==> config.mk <==
export PLATFORM = sky130hd
export DESIGN_NAME = buffer_pool_pin_lru_manager
export DESIGN_NICKNAME = d
export VERILOG_FILES = /design/src/rtl/core/bpool_pkg.sv /design/src/rtl/core/bpool_front.sv /design/src/rtl/core/bpool_engine.sv /design/src/rtl/core/buffer_pool_pin_lru_manager.sv
export SDC_FILE = /design/constraint.sdc
export NUM_CORES = 2
export LEC_CHECK = 0
export BUFFER_PORTS_ARGS = -buffer_cell sky130_fd_sc_hd__buf_2
export CAP_MARGIN = 20
export CELL_PAD_IN_SITES_DETAIL_PLACEMENT = 0
export CELL_PAD_IN_SITES_GLOBAL_PLACEMENT = 1
export CORE_ASPECT_RATIO = 1.5
export CORE_UTILIZATION = 52
export CTS_BUF_LIST = sky130_fd_sc_hd__clkbuf_2 sky130_fd_sc_hd__clkbuf_4 sky130_fd_sc_hd__clkbuf_8
export DETAILED_ROUTE_END_ITERATION = 7
export PLACE_DENSITY = 0.8
export SLEW_MARGIN = 5
export SYNTH_ARGS = -nofsm -noshare
export SYNTH_HDL_FRONTEND = slang
export SYNTH_SLANG_ARGS = --single-unit
==> constraint.sdc <==
create_clock -name clk -period 6.65 [get_ports clk]
set_input_delay 1.33 -clock clk [delete_from_list [all_inputs] [get_ports clk]]
set_output_delay 1.33 -clock clk [all_outputs]
set_load 0.01 [all_outputs]
==> src/rtl/core/bpool_pkg.sv <==
// Shared types and codes for the buffer pool pin/LRU manager.
package bpool_pkg;

  // command kinds as they arrive on the input channel
  localparam logic [2:0] OP_GET     = 3'd0;
  localparam logic [2:0] OP_ALLOC   = 3'd1;
  localparam logic [2:0] OP_UNPIN   = 3'd2;
  localparam logic [2:0] OP_DISPOSE = 3'd3;
  localparam logic [2:0] OP_FLUSH   = 3'd4;
  localparam logic [2:0] OP_CLEAR   = 3'd5;

  // result status codes
  localparam logic [2:0] ST_OK         = 3'd0;
  localparam logic [2:0] ST_PINNED     = 3'd1;
  localparam logic [2:0] ST_NO_BUF     = 3'd2;
  localparam logic [2:0] ST_ALREADY    = 3'd3;
  localparam logic [2:0] ST_NOT_PINNED = 3'd4;
  localparam logic [2:0] ST_NOT_BUF    = 3'd5;

  localparam logic [4:0] PIN_MAX = 5'd31;

  typedef struct packed {
    logic [2:0]  kind;
    logic [7:0]  file_id;
    logic [23:0] block_num;
    logic [3:0]  open_slot;
    logic        mark_dirty;
  } in_item_t;

  typedef struct packed {
    logic [2:0]  status;
    logic [4:0]  frame;
    logic        load_needed;
    logic        zero_fill;
    logic        write_back;
    logic [7:0]  wb_file;
    logic [23:0] wb_block;
    logic        last;
  } out_item_t;

  // head of the command queue as seen by the engine
  typedef struct packed {
    logic     valid;
    in_item_t cmd;
  } cmd_slot_t;

endpackage

==> src/rtl/core/bpool_front.sv <==
// Command front end: drops unknown kinds and queues commands for the engine.
module bpool_front
  import bpool_pkg::*;
(
  input  logic      clk,
  input  logic      rst_n,
  input  logic      start,
  input  in_item_t  in_data,
  output logic      busy,
  output cmd_slot_t q_head,
  input  logic      q_pop
);

  in_item_t   q_mem_r [2];
  logic       wptr_r, wptr_nxt;
  logic       rptr_r, rptr_nxt;
  logic [1:0] cnt_r, cnt_nxt;
  logic       known;
  logic       push;

  // classify: only the six defined kinds go on to the engine
  always_comb begin
    unique case (in_data.kind)
      OP_GET, OP_ALLOC, OP_UNPIN, OP_DISPOSE, OP_FLUSH, OP_CLEAR: known = 1'b1;
      default: known = 1'b0;
    endcase
  end

  assign busy = (cnt_r == 2'd2);
  assign push = start && !busy && known;

  assign q_head.valid = (cnt_r != 2'd0);
  assign q_head.cmd   = q_mem_r[rptr_r];

  // two-entry queue pointers
  always_comb begin
    wptr_nxt = push ? ~wptr_r : wptr_r;
    rptr_nxt = q_pop ? ~rptr_r : rptr_r;
    cnt_nxt  = cnt_r + {1'b0, push} - {1'b0, q_pop};
  end

  always_ff @(posedge clk) begin
    if (!rst_n) begin
      wptr_r <= 1'b0;
      rptr_r <= 1'b0;
      cnt_r  <= 2'd0;
    end else begin
      wptr_r <= wptr_nxt;
      rptr_r <= rptr_nxt;
      cnt_r  <= cnt_nxt;
    end
  end

  always_ff @(posedge clk) begin
    if (push) begin
      q_mem_r[wptr_r] <= in_data;
    end
  end

`ifndef SYNTH
  a_pop_nonempty: assert property (@(posedge clk) disable iff (!rst_n)
    q_pop |-> q_head.valid) else $error("pop from empty queue");
  a_no_push_full: assert property (@(posedge clk) disable iff (!rst_n)
    (cnt_r == 2'd2) && !q_pop |=> cnt_r == 2'd2) else $error("queue count lost");
  a_cnt_range: assert property (@(posedge clk) disable iff (!rst_n)
    cnt_r != 2'd3) else $error("queue overflow");
`endif

endmodule

==> src/rtl/core/bpool_engine.sv <==
// Frame table and sequencer: walks all frames once per command, then updates; a flush may stop early.
module bpool_engine
  import bpool_pkg::*;
#(
  parameter int FRAMES     = 32,
  parameter int OPENINGS   = 16,
  parameter int FILE_BITS  = 8,
  parameter int BLOCK_BITS = 24
) (
  input  logic      clk,
  input  logic      rst_n,
  input  cmd_slot_t q_head,
  output logic      q_pop,
  output logic      out_valid,
  output out_item_t out_data
);

  localparam int FW = $clog2(FRAMES);
  localparam int CW = $clog2(FRAMES + 1);
  localparam logic [1:0] S_IDLE = 2'd0;
  localparam logic [1:0] S_WALK = 2'd1;
  localparam logic [1:0] S_FIN  = 2'd2;
  localparam logic [FW-1:0] LAST_IDX = FW'(FRAMES - 1);

  // tag and stamp memories (registered read)
  logic [FILE_BITS-1:0]  ftag_mem  [FRAMES];
  logic [BLOCK_BITS-1:0] btag_mem  [FRAMES];
  logic [31:0]           stamp_mem [FRAMES];
  logic [FILE_BITS-1:0]  rd_ft_r;
  logic [BLOCK_BITS-1:0] rd_bt_r;
  logic [31:0]           rd_st_r;

  // per-frame flags in flops
  logic [FRAMES-1:0]   valid_r;
  logic [FRAMES-1:0]   dirty_r;
  logic [4:0]          pcnt_r  [FRAMES];
  logic [OPENINGS-1:0] pbits_r [FRAMES];

  logic [1:0]    state_r, state_nxt;
  logic [CW-1:0] rd_cnt_r, rd_cnt_nxt;
  logic          ev_r, ev_nxt;
  logic [FW-1:0] ev_idx_r, ev_idx_nxt;
  logic [31:0]   use_clk_r, use_clk_nxt;

  logic                  hit_r, hit_nxt;
  logic [FW-1:0]         hit_idx_r, hit_idx_nxt;
  logic [OPENINGS-1:0]   hit_pb_r, hit_pb_nxt;
  logic [4:0]            hit_pc_r, hit_pc_nxt;
  logic                  free_r, free_nxt;
  logic [FW-1:0]         free_idx_r, free_idx_nxt;
  logic                  lru_r, lru_nxt;
  logic [FW-1:0]         lru_idx_r, lru_idx_nxt;
  logic [31:0]           lru_st_r, lru_st_nxt;
  logic                  lru_dirty_r, lru_dirty_nxt;
  logic [FILE_BITS-1:0]  lru_ft_r, lru_ft_nxt;
  logic [BLOCK_BITS-1:0] lru_bt_r, lru_bt_nxt;
  logic                  disp_r, disp_nxt;
  logic [FW-1:0]         disp_idx_r, disp_idx_nxt;

  logic      out_valid_r, out_valid_nxt;
  out_item_t out_data_r, out_data_nxt;

  // command decode
  logic [FILE_BITS-1:0]  f_tag;
  logic [BLOCK_BITS-1:0] b_tag;
  logic [OPENINGS-1:0]   pin_bit;
  logic                  is_alloc;

  // frame under evaluation
  logic                  e_v, e_d, tag_hit, file_hit;
  logic [4:0]            e_pc;
  logic [OPENINGS-1:0]   e_pb;

  // write port controls
  logic                  rd_en;
  logic [FW-1:0]         wr_idx;
  logic                  we_valid, wd_valid;
  logic                  we_dirty, wd_dirty;
  logic                  we_pc;
  logic [4:0]            wd_pc;
  logic                  we_pb;
  logic [OPENINGS-1:0]   wd_pb;
  logic                  we_tag, we_stamp;
  logic [FW-1:0]         pick;
  logic                  pick_ok;

  assign f_tag    = FILE_BITS'(q_head.cmd.file_id);
  assign b_tag    = BLOCK_BITS'(q_head.cmd.block_num);
  assign pin_bit  = (32'(q_head.cmd.open_slot) < 32'(OPENINGS)) ?
                    (OPENINGS'(1) << q_head.cmd.open_slot) : '0;
  assign is_alloc = (q_head.cmd.kind == OP_ALLOC);

  assign e_v      = valid_r[ev_idx_r];
  assign e_d      = dirty_r[ev_idx_r];
  assign e_pc     = pcnt_r[ev_idx_r];
  assign e_pb     = pbits_r[ev_idx_r];
  assign file_hit = e_v && (rd_ft_r == f_tag);
  assign tag_hit  = file_hit && (rd_bt_r == b_tag);

  assign pick    = free_r ? free_idx_r : lru_idx_r;
  assign pick_ok = free_r || lru_r;

  // sequencer
  always_comb begin
    state_nxt     = state_r;
    rd_cnt_nxt    = rd_cnt_r;
    ev_nxt        = 1'b0;
    ev_idx_nxt    = ev_idx_r;
    use_clk_nxt   = use_clk_r;
    hit_nxt       = hit_r;
    hit_idx_nxt   = hit_idx_r;
    hit_pb_nxt    = hit_pb_r;
    hit_pc_nxt    = hit_pc_r;
    free_nxt      = free_r;
    free_idx_nxt  = free_idx_r;
    lru_nxt       = lru_r;
    lru_idx_nxt   = lru_idx_r;
    lru_st_nxt    = lru_st_r;
    lru_dirty_nxt = lru_dirty_r;
    lru_ft_nxt    = lru_ft_r;
    lru_bt_nxt    = lru_bt_r;
    disp_nxt      = disp_r;
    disp_idx_nxt  = disp_idx_r;
    out_valid_nxt = 1'b0;
    out_data_nxt  = '0;
    q_pop         = 1'b0;
    rd_en         = 1'b0;
    wr_idx        = ev_idx_r;
    we_valid      = 1'b0;
    wd_valid      = 1'b0;
    we_dirty      = 1'b0;
    wd_dirty      = 1'b0;
    we_pc         = 1'b0;
    wd_pc         = 5'd0;
    we_pb         = 1'b0;
    wd_pb         = '0;
    we_tag        = 1'b0;
    we_stamp      = 1'b0;

    unique case (state_r)
      S_IDLE: begin
        if (q_head.valid) begin
          state_nxt  = S_WALK;
          rd_cnt_nxt = '0;
          hit_nxt    = 1'b0;
          free_nxt   = 1'b0;
          lru_nxt    = 1'b0;
          disp_nxt   = 1'b0;
        end
      end

      S_WALK: begin
        // issue the next frame read
        if (rd_cnt_r != CW'(FRAMES)) begin
          rd_en      = 1'b1;
          ev_nxt     = 1'b1;
          ev_idx_nxt = rd_cnt_r[FW-1:0];
          rd_cnt_nxt = rd_cnt_r + CW'(1);
        end
        // evaluate the frame read last cycle
        if (ev_r) begin
          if (tag_hit && !hit_r) begin
            hit_nxt     = 1'b1;
            hit_idx_nxt = ev_idx_r;
            hit_pb_nxt  = e_pb;
            hit_pc_nxt  = e_pc;
          end
          if (!e_v && !free_r) begin
            free_nxt     = 1'b1;
            free_idx_nxt = ev_idx_r;
          end
          if ((e_pc == 5'd0) && (!lru_r || (rd_st_r < lru_st_r))) begin
            lru_nxt       = 1'b1;
            lru_idx_nxt   = ev_idx_r;
            lru_st_nxt    = rd_st_r;
            lru_dirty_nxt = e_d;
            lru_ft_nxt    = rd_ft_r;
            lru_bt_nxt    = rd_bt_r;
          end
          if (tag_hit && (e_pc == 5'd0) && !disp_r) begin
            disp_nxt     = 1'b1;
            disp_idx_nxt = ev_idx_r;
          end
          if (ev_idx_r == LAST_IDX) begin
            state_nxt = S_FIN;
          end
          if (q_head.cmd.kind == OP_CLEAR && file_hit) begin
            we_valid = 1'b1;
            wd_valid = 1'b0;
          end
          if (q_head.cmd.kind == OP_FLUSH && file_hit) begin
            if ((e_pb & pin_bit) != '0) begin
              // pinned by this opening: stop the walk
              out_valid_nxt       = 1'b1;
              out_data_nxt.status = ST_PINNED;
              out_data_nxt.last   = 1'b1;
              q_pop               = 1'b1;
              ev_nxt              = 1'b0;
              state_nxt           = S_IDLE;
            end else if (e_pc == 5'd0 && e_d) begin
              out_valid_nxt           = 1'b1;
              out_data_nxt.status     = ST_OK;
              out_data_nxt.frame      = 5'(ev_idx_r);
              out_data_nxt.write_back = 1'b1;
              out_data_nxt.wb_file    = 8'(rd_ft_r);
              out_data_nxt.wb_block   = 24'(rd_bt_r);
              we_dirty                = 1'b1;
              wd_dirty                = 1'b0;
            end
          end
        end
      end

      S_FIN: begin
        out_valid_nxt     = 1'b1;
        out_data_nxt.last = 1'b1;
        q_pop             = 1'b1;
        state_nxt         = S_IDLE;
        unique case (q_head.cmd.kind)
          OP_GET, OP_ALLOC: begin
            if (hit_r) begin
              out_data_nxt.frame = 5'(hit_idx_r);
              if (is_alloc) begin
                out_data_nxt.status = ST_ALREADY;
              end else begin
                wr_idx      = hit_idx_r;
                we_stamp    = 1'b1;
                use_clk_nxt = (use_clk_r == '1) ? use_clk_r : use_clk_r + 32'd1;
                we_pc       = 1'b1;
                wd_pc       = (hit_pc_r < PIN_MAX) ? hit_pc_r + 5'd1 : hit_pc_r;
                we_pb       = 1'b1;
                wd_pb       = hit_pb_r | pin_bit;
              end
            end else if (!pick_ok) begin
              out_data_nxt.status = ST_NO_BUF;
            end else begin
              wr_idx      = pick;
              we_valid    = 1'b1;
              wd_valid    = 1'b1;
              we_tag      = 1'b1;
              we_stamp    = 1'b1;
              use_clk_nxt = (use_clk_r == '1) ? use_clk_r : use_clk_r + 32'd1;
              we_pb       = 1'b1;
              wd_pb       = pin_bit;
              we_pc       = 1'b1;
              wd_pc       = 5'd1;
              we_dirty    = 1'b1;
              wd_dirty    = is_alloc;
              out_data_nxt.frame       = 5'(pick);
              out_data_nxt.load_needed = !is_alloc;
              out_data_nxt.zero_fill   = is_alloc;
              if (!free_r && lru_dirty_r) begin
                out_data_nxt.write_back = 1'b1;
                out_data_nxt.wb_file    = 8'(lru_ft_r);
                out_data_nxt.wb_block   = 24'(lru_bt_r);
              end
            end
          end
          OP_UNPIN: begin
            if (!hit_r) begin
              out_data_nxt.status = ST_NOT_BUF;
            end else begin
              out_data_nxt.frame = 5'(hit_idx_r);
              if ((hit_pb_r & pin_bit) == '0) begin
                out_data_nxt.status = ST_NOT_PINNED;
              end else begin
                wr_idx = hit_idx_r;
                we_pb  = 1'b1;
                wd_pb  = hit_pb_r & ~pin_bit;
                we_pc  = 1'b1;
                wd_pc  = (hit_pc_r != 5'd0) ? hit_pc_r - 5'd1 : hit_pc_r;
                if (q_head.cmd.mark_dirty) begin
                  we_dirty = 1'b1;
                  wd_dirty = 1'b1;
                end
              end
            end
          end
          OP_DISPOSE: begin
            if (disp_r) begin
              wr_idx             = disp_idx_r;
              we_valid           = 1'b1;
              wd_valid           = 1'b0;
              out_data_nxt.frame = 5'(disp_idx_r);
            end else begin
              out_data_nxt.status = ST_NOT_BUF;
            end
          end
          default: begin
            // flush and clear close with a plain ok
            out_data_nxt.status = ST_OK;
          end
        endcase
      end

      default: begin
        state_nxt = S_IDLE;
      end
    endcase
  end

  // control registers
  always_ff @(posedge clk) begin
    if (!rst_n) begin
      state_r     <= S_IDLE;
      rd_cnt_r    <= '0;
      ev_r        <= 1'b0;
      use_clk_r   <= '0;
      out_valid_r <= 1'b0;
      hit_r       <= 1'b0;
      free_r      <= 1'b0;
      lru_r       <= 1'b0;
      disp_r      <= 1'b0;
    end else begin
      state_r     <= state_nxt;
      rd_cnt_r    <= rd_cnt_nxt;
      ev_r        <= ev_nxt;
      use_clk_r   <= use_clk_nxt;
      out_valid_r <= out_valid_nxt;
      hit_r       <= hit_nxt;
      free_r      <= free_nxt;
      lru_r       <= lru_nxt;
      disp_r      <= disp_nxt;
    end
  end

  // search payload and result registers
  always_ff @(posedge clk) begin
    ev_idx_r    <= ev_idx_nxt;
    hit_idx_r   <= hit_idx_nxt;
    hit_pb_r    <= hit_pb_nxt;
    hit_pc_r    <= hit_pc_nxt;
    free_idx_r  <= free_idx_nxt;
    lru_idx_r   <= lru_idx_nxt;
    lru_st_r    <= lru_st_nxt;
    lru_dirty_r <= lru_dirty_nxt;
    lru_ft_r    <= lru_ft_nxt;
    lru_bt_r    <= lru_bt_nxt;
    disp_idx_r  <= disp_idx_nxt;
    out_data_r  <= out_data_nxt;
  end

  // per-frame flags
  always_ff @(posedge clk) begin
    if (!rst_n) begin
      valid_r <= '0;
      dirty_r <= '0;
      for (int i = 0; i < FRAMES; i++) begin
        pcnt_r[i]  <= 5'd0;
        pbits_r[i] <= '0;
      end
    end else begin
      if (we_valid) valid_r[wr_idx] <= wd_valid;
      if (we_dirty) dirty_r[wr_idx] <= wd_dirty;
      if (we_pc)    pcnt_r[wr_idx]  <= wd_pc;
      if (we_pb)    pbits_r[wr_idx] <= wd_pb;
    end
  end

  // tag and stamp memories
  always_ff @(posedge clk) begin
    if (we_tag) begin
      ftag_mem[wr_idx] <= f_tag;
      btag_mem[wr_idx] <= b_tag;
    end
    if (we_stamp) begin
      stamp_mem[wr_idx] <= use_clk_r;
    end
    if (rd_en) begin
      rd_ft_r <= ftag_mem[rd_cnt_r[FW-1:0]];
      rd_bt_r <= btag_mem[rd_cnt_r[FW-1:0]];
      rd_st_r <= stamp_mem[rd_cnt_r[FW-1:0]];
    end
  end

  assign out_valid = out_valid_r;
  assign out_data  = out_data_r;

`ifndef SYNTH
  a_fin_emits_last: assert property (@(posedge clk) disable iff (!rst_n)
    (state_r == S_FIN) |=> out_valid_r && out_data_r.last)
    else $error("finish cycle gave no final result");
  a_mid_is_wb: assert property (@(posedge clk) disable iff (!rst_n)
    out_valid_r && !out_data_r.last |-> out_data_r.write_back)
    else $error("non-final result without write-back");
  a_pop_with_last: assert property (@(posedge clk) disable iff (!rst_n)
    q_pop |=> out_valid_r && out_data_r.last)
    else $error("command retired without final result");
  a_idle_quiet: assert property (@(posedge clk) disable iff (!rst_n)
    (state_r == S_IDLE) |=> !out_valid_r)
    else $error("result while idle");
`endif

endmodule

==> src/rtl/core/buffer_pool_pin_lru_manager.sv <==
// Top level of the buffer pool manager: command queue front end and frame engine.
//
//  channel   ports                       transfer when
//  command   start, busy, in_data        start && !busy
//  result    out_valid, out_data         out_valid (one cycle, no back-pressure)
//
// Each command, once at the queue head, walks all frames: one frame read from the
// tag/stamp memories per cycle, then a final update step. A flush stops early
// at a frame pinned by the opening.
// Reset is synchronous and clears all frames to free; the block is ready at once.
// busy rises only while the two-entry command queue is full.
module buffer_pool_pin_lru_manager
  import bpool_pkg::*;
#(
  parameter int FRAMES     = 32,
  parameter int OPENINGS   = 16,
  parameter int FILE_BITS  = 8,
  parameter int BLOCK_BITS = 24
) (
  input  logic      clk,
  input  logic      rst_n,
  input  logic      start,
  input  in_item_t  in_data,
  output logic      busy,
  output logic      out_valid,
  output out_item_t out_data
);

  cmd_slot_t q_head;
  logic      q_pop;

  bpool_front u_front (
    .clk     (clk),
    .rst_n   (rst_n),
    .start   (start),
    .in_data (in_data),
    .busy    (busy),
    .q_head  (q_head),
    .q_pop   (q_pop)
  );

  bpool_engine #(
    .FRAMES     (FRAMES),
    .OPENINGS   (OPENINGS),
    .FILE_BITS  (FILE_BITS),
    .BLOCK_BITS (BLOCK_BITS)
  ) u_engine (
    .clk       (clk),
    .rst_n     (rst_n),
    .q_head    (q_head),
    .q_pop     (q_pop),
    .out_valid (out_valid),
    .out_data  (out_data)
  );

endmodule
==> impl_metrics.env <==
export IMPL_worstPathMaxFanout=39
export IMPL_worstPathRequired_ps=7330
export IMPL_crit_type="reg2reg"
export IMPL_ys_seq_area_frac=0.7396
export IMPL_syn_area_um2=125200
export IMPL_finalHoldViolCount=0
export IMPL_ff2ff_path_depth=10
export IMPL_synth_area_top_cells="edfxtp_1, mux4_2, dfxtp_1"
export IMPL_slew_headroom=0.1824
export IMPL_hold_end="u_engine.lru_bt_r[20]$_DFFE_PP_"
export IMPL_hold_depth=0
export IMPL_ios=89
export IMPL_fin_nets=7154
export IMPL_p_leak_nw=44.45
export IMPL_final_setup_tns_ps=0
export IMPL_post_cts_buffers=0
export IMPL_grt_total_usage=0.2705
export IMPL_syn_num_nets=6793
export IMPL_synth_seq_cells=3139
export IMPL_skew_ps=132.0
export IMPL_vias=66740
export IMPL_vdd_drop_max_uv=214.1
export IMPL_synth_most_common_cell="edfxtp_1"
export IMPL_die_height_um=603.0
export IMPL_r2r_slack_ps=1130
export IMPL_cap_violations=0
export IMPL_drive_gt1_frac=0.2726
export IMPL_grt_start_max_net_pins=132
export IMPL_tightest_slew_ps=1222
export IMPL_synthCells=6709
export IMPL_min_path_type="reg2reg"
export IMPL_grt_overflow=0
export IMPL_syn_avg_cell_area_um2=18.67
export IMPL_synth_ff_type="edfxtp_1"
export IMPL_drc_errors=0
export IMPL_arrival_ps=6200
export IMPL_synthTopCellsByCount="edfxtp_1, nor2_1, mux4_2"
export IMPL_port_buffer_count=88
export IMPL_start_kind="flip-flop"
export IMPL_final_antenna_net_count=0
export IMPL_drt_total_wl_um=330300
export IMPL_dieArea_um2=242800
export IMPL_grt_pass1_vias=67680
export IMPL_hold_start="u_engine.rd_bt_r[20]$_DFFE_PP_"
export IMPL_slew_violations=0
export IMPL_hpwl_um=192500
export IMPL_initial_core_util=0.5229
export IMPL_cp_end_kind="flip-flop"
export IMPL_area_delta_synth_final_pct=11.61
export IMPL_synth_async_reset_ratio=0
export IMPL_antenna_found_initial=17
export IMPL_dieWidth_um=402.7
export IMPL_cts_resized=0
export IMPL_avgRoutedWirePerCell_um=31.33
export IMPL_synth_edff_count=2975
export IMPL_post_route_min_period_ps=5524
export IMPL_yosysTopAreaCell="edfxtp_1"
export IMPL_final_cell_count_no_fill=10540
export IMPL_drt_iter0_drc=8669
export IMPL_worst_r2r_endpoint="u_engine.btag_mem[12][15]$_DFFE_PP_"
export IMPL_hold_buffers=0
export IMPL_clkTransAtPathRegs_ps=80
export IMPL_firstDrtPassIters=7
export IMPL_clock_root_buffer="clkbuf_8"
export IMPL_fin_hold_ws_ps=415.9
export IMPL_via_per_inst=6.331
export IMPL_fmax_mhz=181.0
export IMPL_synthDominantCellAreaShare=0.7134
export IMPL_cts_max_path_buffers=4
export IMPL_gp_congestion=0.9328
export IMPL_synth_cell_types=81
export IMPL_pwr_density_cell_nw_per_um2=300.3
export IMPL_numPlacedInstances=9710
export IMPL_grt_pass1_wl_um=471600
export IMPL_yosysWarningCount=0
export IMPL_rsz0062_at_grt="no"
export IMPL_h_tree_depth=5
export IMPL_num_rows=220
export IMPL_cts_made_buffers=440
export IMPL_setup_viol=0
export IMPL_period_share=0.8307
export IMPL_status="finished clean"
export IMPL_cts_tree="yes"
export IMPL_clock_sink_count=3139
export IMPL_core_um2=239500
export IMPL_clk_latency_ps=1080
state kept, by name (all words and copies together), names as in the netlist, 44 cells and up, named ones only:
signal	flops
u_engine.ftag_mem	256
u_engine.btag_mem	768
u_engine.pbits_r	512
u_engine.stamp_mem	1024
u_front.q_mem_r	80
u_engine.pcnt_r	160
u_engine.out_data	44
stage by stage:
step	worst slack (ps)	power (mW)	instance area, µm²	util
finish	1126	41.97	139800	0.5836
global route	765.9	43.15	139800	0.5836
CTS	1194	42.10	139100	0.5810
detailed placement	1240	27.33	130400	0.5445
global placement	1301	27.27	130300	0.5442
floorplan	458.5	25.66	125200	-
where the power goes:
part           leakage [nW]  total, mW  switching, mW  internal, mW
Sequential             29.4       22.2          0.300          21.9
Combinational          10.4       4.74           2.87          1.87
Clock                  4.64       15.0           7.19          7.81
kinds of logic after synthesis:
family | after synthesis | share of synthesized area
compound gates | 424 | 0.02368
fa+ha+maj | 41 | 0.004097
xor+xnor | 65 | 0.004546
flops | 3139 | 0.7396
buf+inv | 498 | 0.01707
simple gates | 1454 | 0.05007
mux | 1088 | 0.1609
how the worst max path moves through the flow:
stage	startpoint	to	slack [ps]	cells past startpoint
6_report	flip-flop	u_engine.btag_mem[12][15]$_DFFE_PP_	1130	10
5_1_grt	flip-flop	u_engine.pcnt_r[10][1]$_SDFFCE_PN0P_	770	11
4_1_cts	flip-flop	u_engine.btag_mem[12][15]$_DFFE_PP_	1190	10
3_5_place_dp	flip-flop	u_engine.pcnt_r[30][0]$_SDFFCE_PN0P_	1240	11
3_3_place_gp	flip-flop	u_front.cnt_r[1]$_SDFF_PN0_	1300	16
2_1_floorplan	flip-flop	u_engine.lru_bt_r[0]$_DFFE_PP_	460	10
layout by cell type, fill, tap and decap left out, types with 79 or more instances in the layout:
master,instances
a22oi_1,120
buf_2,87
buf_4,218
clkbuf_4,177
clkbuf_8,473
clkinv_1,79
dfxtp_1,156
edfxtp_1,2975
mux2_2,102
mux2i_1,254
mux4_2,729
nand2_1,253
nand3_1,131
nor2_1,772
layer usage:
| layer | vias up | wire, µm | global-route usage |
|---|---|---|---|
| li1 | 27480 | - | - |
| met2 | 3753 | 166700 | 0.4568 |
| met4 | 16 | 14320 | 0.1108 |
| met5 | - | 112 | 0 |
| met3 | 739 | 29920 | 0.04832 |
| met1 | 34760 | 119200 | 0.3475 |
final cells by class:
type | count | area [µm²]
diodes | 9 | 22.52
clock buffers | 650 | 7839
clock inverters | 146 | 894.6
fillers | 17410 | 99720
inverters | 63 | 236.5
multi-input cells | 3072 | 31090
flip-flops and latches | 3139 | 92650
well taps | 3108 | 3889
repair buffers | 354 | 3144
critical path, stage by stage, from the launching register on:
cell and delay (ps):
dfxtp_4 740, mux2i_1 440, o21bai_1 210, o22ai_1 180, or3_1 470, o21a_1 270
a222oi_1 630, a21boi_4 630, nand2_1 300, nor2_4 840, buf_4 370
(Power assumes the default switching activity.)
